## config.mk

```make
export PLATFORM = sky130hd
export DESIGN_NAME = raid4_request_planner_flat
export DESIGN_NICKNAME = d
export VERILOG_FILES = /design/src/hw/rtl/r4rp_pkg.sv /design/src/hw/rtl/r4rp_req_if.sv /design/src/hw/rtl/r4rp_rsp_if.sv /design/src/hw/rtl/r4rp_plan.sv /design/src/hw/rtl/raid4_request_planner.sv /design/src/flat_wrapper.sv
export SDC_FILE = /design/constraint.sdc
export NUM_CORES = 1
export LEC_CHECK = 0
export BUFFER_PORTS_ARGS = -buffer_cell sky130_fd_sc_hd__buf_2
export CELL_PAD_IN_SITES_DETAIL_PLACEMENT = 1
export CELL_PAD_IN_SITES_GLOBAL_PLACEMENT = 1
export CORE_AREA = 4 4 139 114
export CTS_CLUSTER_SIZE = 24
export DETAILED_ROUTE_END_ITERATION = 16
export DIE_AREA = 0 0 143 118
export PLACE_DENSITY = 0.83
export SLEW_MARGIN = 30
export SYNTH_ARGS = -nofsm -noshare
export SYNTH_HDL_FRONTEND = slang
export SYNTH_HIERARCHICAL = 1
export SYNTH_SLANG_ARGS = --single-unit
```

## constraint.sdc

```tcl
create_clock -name clk -period 9.86 [get_ports clk]
set_clock_uncertainty 0.2 [all_clocks]
set_input_delay 0.493 -clock clk [delete_from_list [all_inputs] [get_ports clk]]
set_output_delay 0.493 -clock clk [all_outputs]
set_load 0.05 [all_outputs]
```

## src/hw/rtl/r4rp_pkg.sv

```systemverilog
`default_nettype none
// ----------------------------------------------------------------------------
// r4rp_pkg: shared types and constants of the RAID-4 request planner
// Array geometry, request and result codes, and the divide-by-data-disks
// reciprocal used by the block mapping.
// ----------------------------------------------------------------------------
package r4rp_pkg;

  // Array geometry. Disk 1 is parity, disks 2..DISK_COUNT hold data.
  localparam int DISK_COUNT      = 4;
  localparam int BLOCKS_PER_DISK = 1024;
  localparam int HEADER_BLOCKS   = 1;
  localparam int PARITY_DISK     = 1;
  localparam int FIRST_DATA_DISK = 2;
  localparam int DATA_DISKS      = DISK_COUNT - 1;

  // Field widths fixed by the request and result formats.
  localparam int KIND_W   = 2;
  localparam int LB_W     = 16;
  localparam int DN_W     = 4;
  localparam int DISK_W   = 3;
  localparam int PBLK_W   = 10;
  localparam int MASK_W   = 8;
  localparam int CODE_W   = 3;

  localparam int unsigned DATA_BLOCK_LIMIT =
    int'(DATA_DISKS) * int'(BLOCKS_PER_DISK - 1);

  localparam logic [MASK_W-1:0] MEMBER_MASK =
    MASK_W'(((1 << (DISK_COUNT + 1)) - 1) & ~1);
  localparam logic [MASK_W-1:0] PARITY_BIT = MASK_W'(1 << PARITY_DISK);

  // Quotient by DATA_DISKS as a multiply by a rounded-up reciprocal. With the
  // shift three bits past the dividend width the result is exact for every
  // 16-bit dividend and any divisor up to eight.
  localparam int DIV_SHIFT = LB_W + 3;
  localparam int PROD_W    = LB_W + DIV_SHIFT;
  localparam logic [PROD_W-1:0] DIV_MULT =
    PROD_W'((1 << DIV_SHIFT) / DATA_DISKS + 1);

  typedef enum logic [KIND_W-1:0] {
    KIND_READ   = 2'd0,
    KIND_WRITE  = 2'd1,
    KIND_FAIL   = 2'd2,
    KIND_REPAIR = 2'd3
  } kind_t;

  typedef enum logic [CODE_W-1:0] {
    STATUS_OK           = 3'd0,
    STATUS_OUT_OF_RANGE = 3'd1,
    STATUS_TOO_MANY     = 3'd2,
    STATUS_ALREADY      = 3'd3,
    STATUS_BAD_DISK     = 3'd4,
    STATUS_NOT_FAULTY   = 3'd5
  } status_t;

  typedef enum logic [CODE_W-1:0] {
    ACT_NONE        = 3'd0,
    ACT_DIRECT_READ = 3'd1,
    ACT_RECON_READ  = 3'd2,
    ACT_PARITY_RMW  = 3'd3,
    ACT_PARITY_REGEN = 3'd4,
    ACT_REBUILD     = 3'd5,
    ACT_MARK_FAULTY = 3'd6
  } action_t;

  typedef struct packed {
    kind_t             kind;
    logic [LB_W-1:0]   logical_block;
    logic [DN_W-1:0]   disk_number;
  } req_t;

  typedef struct packed {
    status_t             status;
    action_t             action;
    logic [DISK_W-1:0]   data_disk;
    logic [PBLK_W-1:0]   physical_block;
    logic [MASK_W-1:0]   read_mask;
    logic [MASK_W-1:0]   faulty_mask;
  } plan_t;

endpackage
`default_nettype wire

```

## src/hw/rtl/r4rp_req_if.sv

```systemverilog
`default_nettype none
// ----------------------------------------------------------------------------
// r4rp_req_if: request channel of the RAID-4 request planner
// Valid/ready handshake carrying one read, write, fail or repair request.
// ----------------------------------------------------------------------------
interface r4rp_req_if;
  logic                       valid;
  logic                       ready;
  logic [r4rp_pkg::KIND_W-1:0] kind;
  logic [r4rp_pkg::LB_W-1:0]   logical_block;
  logic [r4rp_pkg::DN_W-1:0]   disk_number;

  modport source (output valid, kind, logical_block, disk_number, input ready);
  modport sink   (input valid, kind, logical_block, disk_number, output ready);
endinterface
`default_nettype wire

```

## src/hw/rtl/r4rp_rsp_if.sv

```systemverilog
`default_nettype none
// ----------------------------------------------------------------------------
// r4rp_rsp_if: result channel of the RAID-4 request planner
// Valid/ready handshake carrying the plan for one request.
// ----------------------------------------------------------------------------
interface r4rp_rsp_if;
  logic                         valid;
  logic                         ready;
  logic [r4rp_pkg::CODE_W-1:0]  status;
  logic [r4rp_pkg::CODE_W-1:0]  action;
  logic [r4rp_pkg::DISK_W-1:0]  data_disk;
  logic [r4rp_pkg::PBLK_W-1:0]  physical_block;
  logic [r4rp_pkg::MASK_W-1:0]  read_mask;
  logic [r4rp_pkg::MASK_W-1:0]  faulty_mask;

  modport source (output valid, status, action, data_disk, physical_block,
                  read_mask, faulty_mask, input ready);
  modport sink   (input valid, status, action, data_disk, physical_block,
                  read_mask, faulty_mask, output ready);
endinterface
`default_nettype wire

```

## src/hw/rtl/r4rp_plan.sv

```systemverilog
`default_nettype none
// ----------------------------------------------------------------------------
// r4rp_plan: combinational planner for one request
// Maps a block to its data disk and physical block, applies the fault checks
// and returns the plan together with the updated fault mask.
// ----------------------------------------------------------------------------
module r4rp_plan (
  input  r4rp_pkg::req_t                  req,
  input  logic [r4rp_pkg::MASK_W-1:0]     fault_bits,
  output r4rp_pkg::plan_t                 plan
);
  import r4rp_pkg::*;

  logic [PROD_W-1:0] prod;
  logic [LB_W-1:0]   quot;
  logic [LB_W-1:0]   rem;
  logic [DISK_W-1:0] target;
  logic [MASK_W-1:0] tbit;
  logic [MASK_W-1:0] dbit;
  logic              in_range;
  logic              multi_fault;
  logic              bad_disk;
  logic [MASK_W-1:0] fault_next;

  assign prod   = PROD_W'(req.logical_block) * DIV_MULT;
  assign quot   = prod[DIV_SHIFT +: LB_W];
  assign rem    = req.logical_block - LB_W'(quot * LB_W'(DATA_DISKS));
  assign target = rem[DISK_W-1:0] + DISK_W'(FIRST_DATA_DISK);
  assign tbit   = MASK_W'(1) << target;

  assign dbit = req.disk_number[DN_W-1] ? '0
              : (MASK_W'(1) << req.disk_number[DISK_W-1:0]);

  assign in_range    = {16'd0, req.logical_block} < DATA_BLOCK_LIMIT;
  // More than one bit set: clearing the lowest one leaves something behind.
  assign multi_fault = |(fault_bits & (fault_bits - MASK_W'(1)));
  assign bad_disk    = (req.disk_number == '0) ||
                       (req.disk_number > DN_W'(DISK_COUNT));

  always_comb begin
    plan                = '0;
    plan.status         = STATUS_OK;
    plan.action         = ACT_NONE;
    fault_next          = fault_bits;
    case (req.kind)
      KIND_READ, KIND_WRITE: begin
        if (!in_range) begin
          plan.status = STATUS_OUT_OF_RANGE;
        end else begin
          plan.data_disk      = target;
          plan.physical_block = PBLK_W'(quot) + PBLK_W'(HEADER_BLOCKS);
          if ((fault_bits & tbit) != '0) begin
            if (multi_fault) begin
              plan.status = STATUS_TOO_MANY;
            end else if (req.kind == KIND_READ) begin
              plan.action    = ACT_RECON_READ;
              plan.read_mask = MEMBER_MASK & ~tbit;
            end else begin
              plan.action    = ACT_PARITY_REGEN;
              plan.read_mask = MEMBER_MASK & ~tbit & ~PARITY_BIT;
            end
          end else if (req.kind == KIND_READ) begin
            plan.action    = ACT_DIRECT_READ;
            plan.read_mask = tbit;
          end else begin
            plan.action    = ACT_PARITY_RMW;
            plan.read_mask = tbit | PARITY_BIT;
          end
        end
      end
      KIND_FAIL: begin
        plan.data_disk = req.disk_number[DISK_W-1:0];
        if ((fault_bits & dbit) != '0) begin
          plan.status = STATUS_ALREADY;
        end else if (bad_disk) begin
          plan.status = STATUS_BAD_DISK;
        end else begin
          fault_next  = fault_bits | dbit;
          plan.action = ACT_MARK_FAULTY;
        end
      end
      KIND_REPAIR: begin
        plan.data_disk = req.disk_number[DISK_W-1:0];
        if (bad_disk) begin
          plan.status = STATUS_BAD_DISK;
        end else if ((fault_bits & dbit) == '0) begin
          plan.status = STATUS_NOT_FAULTY;
        end else if (multi_fault) begin
          plan.status = STATUS_TOO_MANY;
        end else begin
          plan.read_mask = MEMBER_MASK & ~dbit;
          fault_next     = fault_bits & ~dbit;
          plan.action    = ACT_REBUILD;
        end
      end
      default: begin
        plan.status = STATUS_OK;
      end
    endcase
    plan.faulty_mask = fault_next;
  end

endmodule
`default_nettype wire

```

## src/hw/rtl/raid4_request_planner.sv

```systemverilog
`default_nettype none
// ----------------------------------------------------------------------------
// raid4_request_planner: RAID-4 request planner with a dedicated parity disk
// Turns read, write, fail and repair requests into disk access plans and
// keeps the faulty-disk mask of the array.
// ----------------------------------------------------------------------------
// Usage:
// A host pushes requests on the req channel (valid/ready). Read and write
// requests carry a logical block; fail and repair requests carry a disk
// number. Each request yields exactly one result on the rsp channel, in
// order: a status, a plan code, the target disk, the physical block, the
// set of disks to read and XOR, and the faulty-disk mask after the request.
// A request is captured into an input register at the edge where it is
// accepted; its plan is written into the result register once that is free,
// and then shows on rsp. One request is taken every cycle as long as
// results are drained.
// The block-to-disk mapping is a multiply by a reciprocal of the data-disk
// count, and the mask checks are single-level bit tricks, so all the work
// fits between the two registers.
// When the receiver stalls, the result register holds its plan and the
// input register still takes one more request; ready drops only when both
// are full. Reset empties both registers and marks every disk healthy.
// ----------------------------------------------------------------------------
module raid4_request_planner (
  input  logic       clk,
  input  logic       rst,
  r4rp_req_if.sink   req,
  r4rp_rsp_if.source rsp
);
  import r4rp_pkg::*;

  req_t              in_q;
  logic              in_valid;
  plan_t             out_q;
  logic              out_valid;
  logic [MASK_W-1:0] fault_bits;
  plan_t             plan;
  logic              out_free;
  logic              advance;

  // The result register frees up when empty or when its plan is taken; a
  // request waiting in the input register moves into it whenever it is free.
  assign out_free  = !out_valid || rsp.ready;
  assign advance   = in_valid && out_free;
  assign req.ready = !in_valid || out_free;

  r4rp_plan u_plan (
    .req        (in_q),
    .fault_bits (fault_bits),
    .plan       (plan)
  );

  always_ff @(posedge clk) begin
    if (rst) begin
      in_valid   <= 1'b0;
      out_valid  <= 1'b0;
      fault_bits <= '0;
    end else begin
      if (req.ready) begin
        in_valid <= req.valid;
      end
      if (out_free) begin
        out_valid <= in_valid;
      end
      // The mask commits together with the plan, so the next request in the
      // input register always sees the effect of the one before it.
      if (advance) begin
        fault_bits <= plan.faulty_mask;
      end
    end
  end

  always_ff @(posedge clk) begin
    if (req.valid && req.ready) begin
      in_q.kind          <= kind_t'(req.kind);
      in_q.logical_block <= req.logical_block;
      in_q.disk_number   <= req.disk_number;
    end
    if (advance) begin
      out_q <= plan;
    end
  end

  assign rsp.valid          = out_valid;
  assign rsp.status         = out_q.status;
  assign rsp.action         = out_q.action;
  assign rsp.data_disk      = out_q.data_disk;
  assign rsp.physical_block = out_q.physical_block;
  assign rsp.read_mask      = out_q.read_mask;
  assign rsp.faulty_mask    = out_q.faulty_mask;

  // Only member disks can ever be marked faulty.
  a_mask_members: assert property (@(posedge clk) disable iff (rst)
    (fault_bits & ~MEMBER_MASK) == '0)
    else $error("fault mask holds a non-member disk");

  // Only a fail or a rebuild plan may change the fault mask.
  a_mask_changes: assert property (@(posedge clk) disable iff (rst)
    (advance && plan.action != ACT_MARK_FAULTY && plan.action != ACT_REBUILD)
      |=> $stable(fault_bits))
    else $error("fault mask changed by a plan that must leave it alone");

  // A pending result always reports the current mask.
  a_mask_reported: assert property (@(posedge clk) disable iff (rst)
    rsp.valid |-> (rsp.faulty_mask == fault_bits))
    else $error("reported fault mask differs from the stored mask");

  // Requests are refused only when both registers hold work and rsp stalls.
  a_ready_backpressure: assert property (@(posedge clk) disable iff (rst)
    !req.ready |-> (in_valid && out_valid && !rsp.ready))
    else $error("request channel stalled without backpressure");

endmodule
`default_nettype wire

```

## src/flat_wrapper.sv

```systemverilog
// flat-port wrapper written by rule: the top's interface ports become plain ports
module raid4_request_planner_flat import r4rp_pkg::*;
  (clk, rst, req_valid, req_kind, req_logical_block, req_disk_number, req_ready, rsp_valid, rsp_status, rsp_action, rsp_data_disk, rsp_physical_block, rsp_read_mask, rsp_faulty_mask, rsp_ready);
  r4rp_req_if req_i ();
  r4rp_rsp_if rsp_i ();
  input  logic clk;
  input  logic rst;
  input wire logic [$bits(req_i.valid)-1:0] req_valid;
  input wire logic [$bits(req_i.kind)-1:0] req_kind;
  input wire logic [$bits(req_i.logical_block)-1:0] req_logical_block;
  input wire logic [$bits(req_i.disk_number)-1:0] req_disk_number;
  output wire logic [$bits(req_i.ready)-1:0] req_ready;
  output wire logic [$bits(rsp_i.valid)-1:0] rsp_valid;
  output wire logic [$bits(rsp_i.status)-1:0] rsp_status;
  output wire logic [$bits(rsp_i.action)-1:0] rsp_action;
  output wire logic [$bits(rsp_i.data_disk)-1:0] rsp_data_disk;
  output wire logic [$bits(rsp_i.physical_block)-1:0] rsp_physical_block;
  output wire logic [$bits(rsp_i.read_mask)-1:0] rsp_read_mask;
  output wire logic [$bits(rsp_i.faulty_mask)-1:0] rsp_faulty_mask;
  input wire logic [$bits(rsp_i.ready)-1:0] rsp_ready;
  assign req_i.valid = req_valid;
  assign req_i.kind = req_kind;
  assign req_i.logical_block = req_logical_block;
  assign req_i.disk_number = req_disk_number;
  assign req_ready = req_i.ready;
  assign rsp_valid = rsp_i.valid;
  assign rsp_status = rsp_i.status;
  assign rsp_action = rsp_i.action;
  assign rsp_data_disk = rsp_i.data_disk;
  assign rsp_physical_block = rsp_i.physical_block;
  assign rsp_read_mask = rsp_i.read_mask;
  assign rsp_faulty_mask = rsp_i.faulty_mask;
  assign rsp_i.ready = rsp_ready;
  raid4_request_planner u_core (.clk(clk), .rst(rst), .req(req_i), .rsp(rsp_i));
endmodule
```

==> impl_metrics.tcl, run 1 <==
set metrics [dict create \
    final_antenna_net_count 0 \
    grt_pass1_vias 5592 \
    cp_max_fo 10 \
    postCtsSetupBuffers 0 \
    yosysMostFrequentCell "inv_1" \
    max_freq_mhz 117 \
    wl_per_cell_um 21.9 \
    dp_slack_ns 1.39 \
    die_area_mm2 0.0169 \
    wl_um 19200 \
    clockRootBuffer "clkbuf_16" \
    via_count 5063 \
    crit_type "reg2reg" \
    cts_num_sinks 67 \
    timing.final.crit_share_pct 86.4 \
    async_flop_share_pct 0 \
    worst_slack_ns 1.34 \
    synthesis.area_mm2 0.00696 \
    nNetsFinal 887 \
    area_delta_synth_final_pct 11.5 \
    rsz0062_at_grt "no" \
    track_usage_pct 23.9 \
    antenna_found_initial 0 \
    instances_no_fill 878 \
    grt_pass1_wl_um 30900 \
    hold_buffers 0 \
    ys_types 80 \
    ios 63 \
    synthAdderAreaFrac_pct 38.8 \
    critical_path_required_ns 9.76 \
    crit_path_start_kind "flip-flop" \
    place_area_mm2 0.00744 \
    setup_viol 0 \
    h-tree-depth 3 \
    fin_crit_ns 8.52 \
    synthTopCellsByCount "inv_1 (104), ha_1 (100), fa_1 (72)" \
    avgSynthCellArea_um2 11.0 \
    cp-end-kind "flip-flop" \
    synth-compound-area-share_pct 9.88 \
    synth_edf_count 57 \
    ys_ff_latch 67 \
    syn-instance-count 634 \
    syn_nets 832 \
    overflow 0 \
    dpl.cell_count 862 \
    synth-simple-area-share_pct 11.4 \
    portBuffers 62 \
    hold_violations 0 \
    drc 0 \
    cts_tree "yes" \
    synthMuxAreaShare_pct 2.70 \
    clk_latency_ns 0.34 \
    hp-class "in2reg" \
    synth.area.top_cells "edfxtp_1 (25%), fa_1 (21%), ha_1 (18%), inv_1 (5.6%), dfxtp_1 (2.9%)" \
    routed_via_density 5.77 \
    tightest_slew_ns 0.743 \
    cts_resized 0 \
    place_hpwl_um 15600 \
    num_antenna_cells 0 \
    die_h_um 118 \
    start_util_pct 48.7 \
    fill_cells 1566 \
    core_mm2 0.0143 \
    first_pass_iters 5 \
    yosys_most_used_dff "edfxtp_1" \
    synth_top_family_by_area "adder cells" \
    fp-row-count 39 \
    fin_setup_tns_ns 0 \
    relSlewSlack_pct 49.8 \
    maxCapViolCount 0 \
    drtIter0Drc 361 \
    synthXorXnorAreaFrac_pct 2.97 \
    synth_top_area_share_pct 24.6 \
    grt_max_degree 44 \
    fp.dieW_um 143 \
    cts_buffers 9 \
    design_area_mm2 0.00776 \
    gp_congestion 0.900 \
    outcome "complete, no violations" \
    critPathArrivalTime_ns 8.42 \
    ys_seq_area_share_pct 27.5 \
    yosysWarnings 6 \
    clock_tree.buffer_depth 2 \
    synth_top_area_cell "edfxtp_1" \
    drv_slew 0 \
    clk_pin_slew_worst_paths_ns 0.06 \
    drive_above_1_share_pct 15.0 \
]
[per-layer routing]
layer | vias up | global-route usage [%] | wire [um] | part of all wire, %
met1 | 2577 | 32.1 | 8280 | 43
met3 | 29 | 4.96 | 1120 | 5.8
li1 | 2303 | - | - | -
met4 | 0 | 7.24 | 388 | 2.0
met5 | - | 0 | 0 | 0
met2 | 154 | 38.9 | 9420 | 49
[sequential cells by signal, indices dropped and copies added, names as in the netlist]
| signal | count |
|---|---|
| u_core/rsp.status | 3 |
| u_core/rsp.action | 3 |
| u_core/rsp.valid | 1 |
| u_core/in_q | 22 |
| u_core/in_valid | 1 |
| u_core/fault_bits | 8 |
| u_core/rsp.faulty_mask | 8 |
| u_core/rsp.read_mask | 8 |
| u_core/rsp.physical_block | 10 |
| u_core/rsp.data_disk | 3 |
[worst paths after layout]
kind,from,endpoint,slack (ns),cells past startpoint
max,u_core/in_q[5],u_core/rsp.action[2],1.34,23
min,req_disk_number[2],u_core/in_q[2],0.12,1
max reg2reg,u_core/in_q[5],u_core/rsp.action[2],1.34,23
min reg2reg,u_core/in_valid,u_core/in_valid,0.37,2
[final cells by class]
| class | instances | area [um^2] | share of cell area [%] |
|---|---|---|---|
| Sequential cell | 67 | 1910 | 24.6 |
| Tap cell | 184 | 230 | 2.96 |
| Inverter | 104 | 390 | 5.03 |
| Clock inverter | 5 | 46.3 | 0.596 |
| Multi-Input combinational cell | 444 | 4590 | 59.2 |
| Clock buffer | 11 | 275 | 3.54 |
| Timing Repair Buffer | 63 | 318 | 4.09 |
[kinds of logic (layout without fill, tap and decap cells)]
| kind of cell | Yosys count | in the layout |
|---|---|---|
| adders and majority gates | 173 | 173 |
| muxes | 15 | 15 |
| DFF | 67 | 67 |
| buffers and inverters | 123 | 183 |
| and+or+nand+nor | 141 | 141 |
| xor gates and xnor gates | 22 | 22 |
| AOI/OAI and AO/OA | 93 | 93 |
[metrics by stage]
stage,utilization [%],hold slack (ns)
after CTS,54.3,0.106
after global routing,54.3,0.104
after detailed placement,52.1,0.351
final,54.3,0.122
after global placement,52.0,0.304
after floorplan,-,0.277
[placed cells by master, fill, tap and decap left out, drive strengths merged, types with 7 or more instances in the layout]
cell type	n
a21oi	23
a31oi	7
and2	7
buf	63
clkbuf	11
dfxtp	10
edfxtp	57
fa	72
ha	100
inv	109
mux2i	12
nand2	25
nand2b	23
nand3	14
nor2	26
nor3	8
o21ai	16
xnor2	15
[critical path: stages, from the launching register on]
cell	delay, ns
edfxtp_1	0.51
ha_1	0.41
inv_1	0.08
fa_1	0.59
inv_1	0.11
fa_1	0.63
inv_1	0.09
fa_1	0.48
inv_1	0.05
fa_1	0.50
fa_1	0.49
ha_1	0.35
and3_1	0.21
a221oi_2	0.41
inv_1	0.08
o31a_1	0.33
a31oi_2	0.25
ha_1	0.30
ha_1	0.30
ha_1	0.50
mux4_2	0.60
mux2i_1	0.43
nor2_1	0.14
a21o_1	0.21
Power of run 1 is not shown: default switching activity piles up to over one toggle a cycle in this logic, so the estimate is an artifact.
==> inputs of run 2 (changes only) <==
ABC_AREA = 1   (was default)
CORE_AREA = 4 4 140 115   (was 4 4 139 114)
DIE_AREA = 0 0 144 119   (was 0 0 143 118)
PLACE_DENSITY = 0.84   (was 0.83)
==> impl_metrics.tcl, run 2 <==
set metrics [dict create \
    outcome "complete, no violations" \
    synth.area.top_cells "edfxtp_1 (25%), fa_1 (21%), ha_1 (18%), inv_1 (8.7%), nand2_1 (6.7%)" \
    path_common_cell "nand2_1" \
    gp_congestion 0.888 \
    fin_setup_tns_ns 0 \
    timing.final.crit_share_pct 81.0 \
    synth_top_area_share_pct 24.5 \
    max_freq_mhz 125 \
    cp-end-kind "flip-flop" \
    critPathArrivalTime_ns 7.89 \
    wl_um 19400 \
    critical_path_required_ns 9.77 \
    ys_types 38 \
    area_delta_synth_final_pct 11.6 \
    worst_slack_ns 1.87 \
    drtIter0Drc 306 \
    clk_pin_slew_worst_paths_ns 0.07 \
    die_area_mm2 0.0171 \
    async_flop_share_pct 0 \
    hold_buffers 0 \
    fp-row-count 40 \
    rsz0062_at_grt "no" \
    tightest_slew_ns 0.744 \
    ys_ff_latch 67 \
    cp_max_fo 11 \
    yosysMostFrequentCell "inv_1" \
    overflow 0 \
    yosysWarnings 6 \
    grt_pass1_wl_um 31300 \
    h-tree-depth 3 \
    synthesis.area_mm2 0.00698 \
    largest_reg_flops 22 \
    ios 63 \
    ff2ff_path_depth 33 \
    critPathSlowestCell "fa_1" \
    cts_resized 0 \
    largest_register "u_core/in_q" \
    drc 0 \
    reg2reg_from "u_core/in_q[5]" \
    cts_buffers 9 \
    hp-start "req_logical_block[15]" \
    core_mm2 0.0148 \
    crit_type "reg2reg" \
    fin_crit_ns 7.99 \
    maxCapViolCount 0 \
    nNetsFinal 1021 \
    antenna_found_initial 0 \
    crit_path_start_kind "flip-flop" \
    synth_edf_count 57 \
    synthTopCellsByCount "inv_1 (161), nand2_1 (124), ha_1 (100)" \
    path_buf_inv 6 \
    die_h_um 119 \
    clock_tree.buffer_depth 2 \
    wl_per_cell_um 19.1 \
    cpPeakStageDelay_ns 0.62 \
    avgSynthCellArea_um2 9.21 \
    syn-instance-count 758 \
    synth_top_area_cell "edfxtp_1" \
    hold_path_end "u_core/in_q[19]" \
    fp.dieW_um 144 \
    yosys_most_used_dff "edfxtp_1" \
    via_count 5442 \
    ys_seq_area_share_pct 27.4 \
    hold_violations 0 \
    r2r_slack_ns 1.87 \
    num_antenna_cells 0 \
    cts_num_sinks 67 \
    track_usage_pct 23.7 \
    r2r_end "u_core/rsp.read_mask[1]" \
    clockRootBuffer "clkbuf_16" \
    cp_top_family "adder cells" \
    fill_cells 1715 \
    portBuffers 62 \
    hp-class "in2reg" \
    postCtsSetupBuffers 0 \
    dp_slack_ns 1.94 \
    drive_above_1_share_pct 12.8 \
    syn_nets 956 \
    cts_tree "yes" \
    final_antenna_net_count 0 \
    grt_max_degree 36 \
    grt_pass1_vias 6038 \
    min_path_cells 1 \
    first_pass_iters 4 \
    relSlewSlack_pct 50.3 \
    layout_common_cells "inv_1 (160), nand2_1 (124), ha_1 (100)" \
    routed_via_density 5.35 \
    final_common_cell "inv_1" \
    drv_slew 0 \
    place_hpwl_um 15300 \
    clk_latency_ns 0.35 \
    start_util_pct 47.3 \
    setup_viol 0 \
]
[run 2: kinds of logic (layout without fill, tap and decap cells)]
| kind of cell | after synthesis | in the layout | synth area share [%] |
|---|---|---|---|
| and+or+nand+nor | 258 | 258 | 16.8 |
| adders and majority gates | 173 | 173 | 38.7 |
| buffers and inverters | 172 | 242 | 9.65 |
| AOI/OAI and AO/OA | 75 | 75 | 5.81 |
| DFF | 67 | 67 | 27.4 |
| xor gates and xnor gates | 13 | 13 | 1.63 |
[run 2: area by class of cell]
cell class                      count  area (um^2)  area share (%)
Multi-Input combinational cell    519         4410            56.6
Sequential cell                    67         1910            24.6
Inverter                          163          612            7.86
Timing Repair Buffer               63          318            4.08
Clock buffer                       10          250            3.21
Tap cell                          189          236            3.04
Clock inverter                      6         52.6           0.675
[run 2: worst max-delay path by stage]
stage	startpoint	endpoint	slack (ns)	cells after the start
after floorplan	u_core/in_q[5]	u_core/rsp.read_mask[4]	2.77	34
after global placement	u_core/in_q[5]	u_core/rsp.read_mask[4]	2.36	33
after detailed placement	u_core/in_q[5]	u_core/rsp.read_mask[2]	1.94	33
after CTS	u_core/in_q[5]	u_core/rsp.read_mask[1]	1.89	33
after global routing	u_core/in_q[5]	u_core/rsp.read_mask[7]	1.41	31
final	u_core/in_q[5]	u_core/rsp.read_mask[1]	1.87	33
[run 2: worst register-to-register path, delay by kind of cell (launching register included)]
| family | cells | cell delay, ns |
|---|---|---|
| adder cells (fa/ha/maj) | 10 | 4.34 |
| AND/OR/NAND/NOR | 16 | 1.90 |
| buffers and inverters | 6 | 0.53 |
| flip-flops | 1 | 0.48 |
| XOR/XNOR | 1 | 0.29 |
[run 2: metal layers]
metal | track usage (%) | vias to the layer above | part of all wire (%)
li1 | - | 2574 | -
met1 | 30.3 | 2712 | 43
met2 | 41.0 | 132 | 51
met3 | 5.22 | 24 | 5.1
met4 | 5.47 | 0 | 1.7
met5 | 0 | - | 0
[run 2: stage by stage]
stage / hold WS (ns) / utilization, % / instances / cell area [um^2]
3_3_place_gp: 0.369 / 50.7 / 1001 / 7480
3_5_place_dp: 0.372 / 50.7 / 1001 / 7480
2_1_floorplan: 0.305 / - / 758 / 6980
4_1_cts: 0.110 / 52.7 / 1017 / 7790
5_1_grt: 0.103 / 52.7 / 1017 / 7790
6_report: 0.113 / 52.7 / 1017 / 7790
Power of run 2 is left out for the same reason.
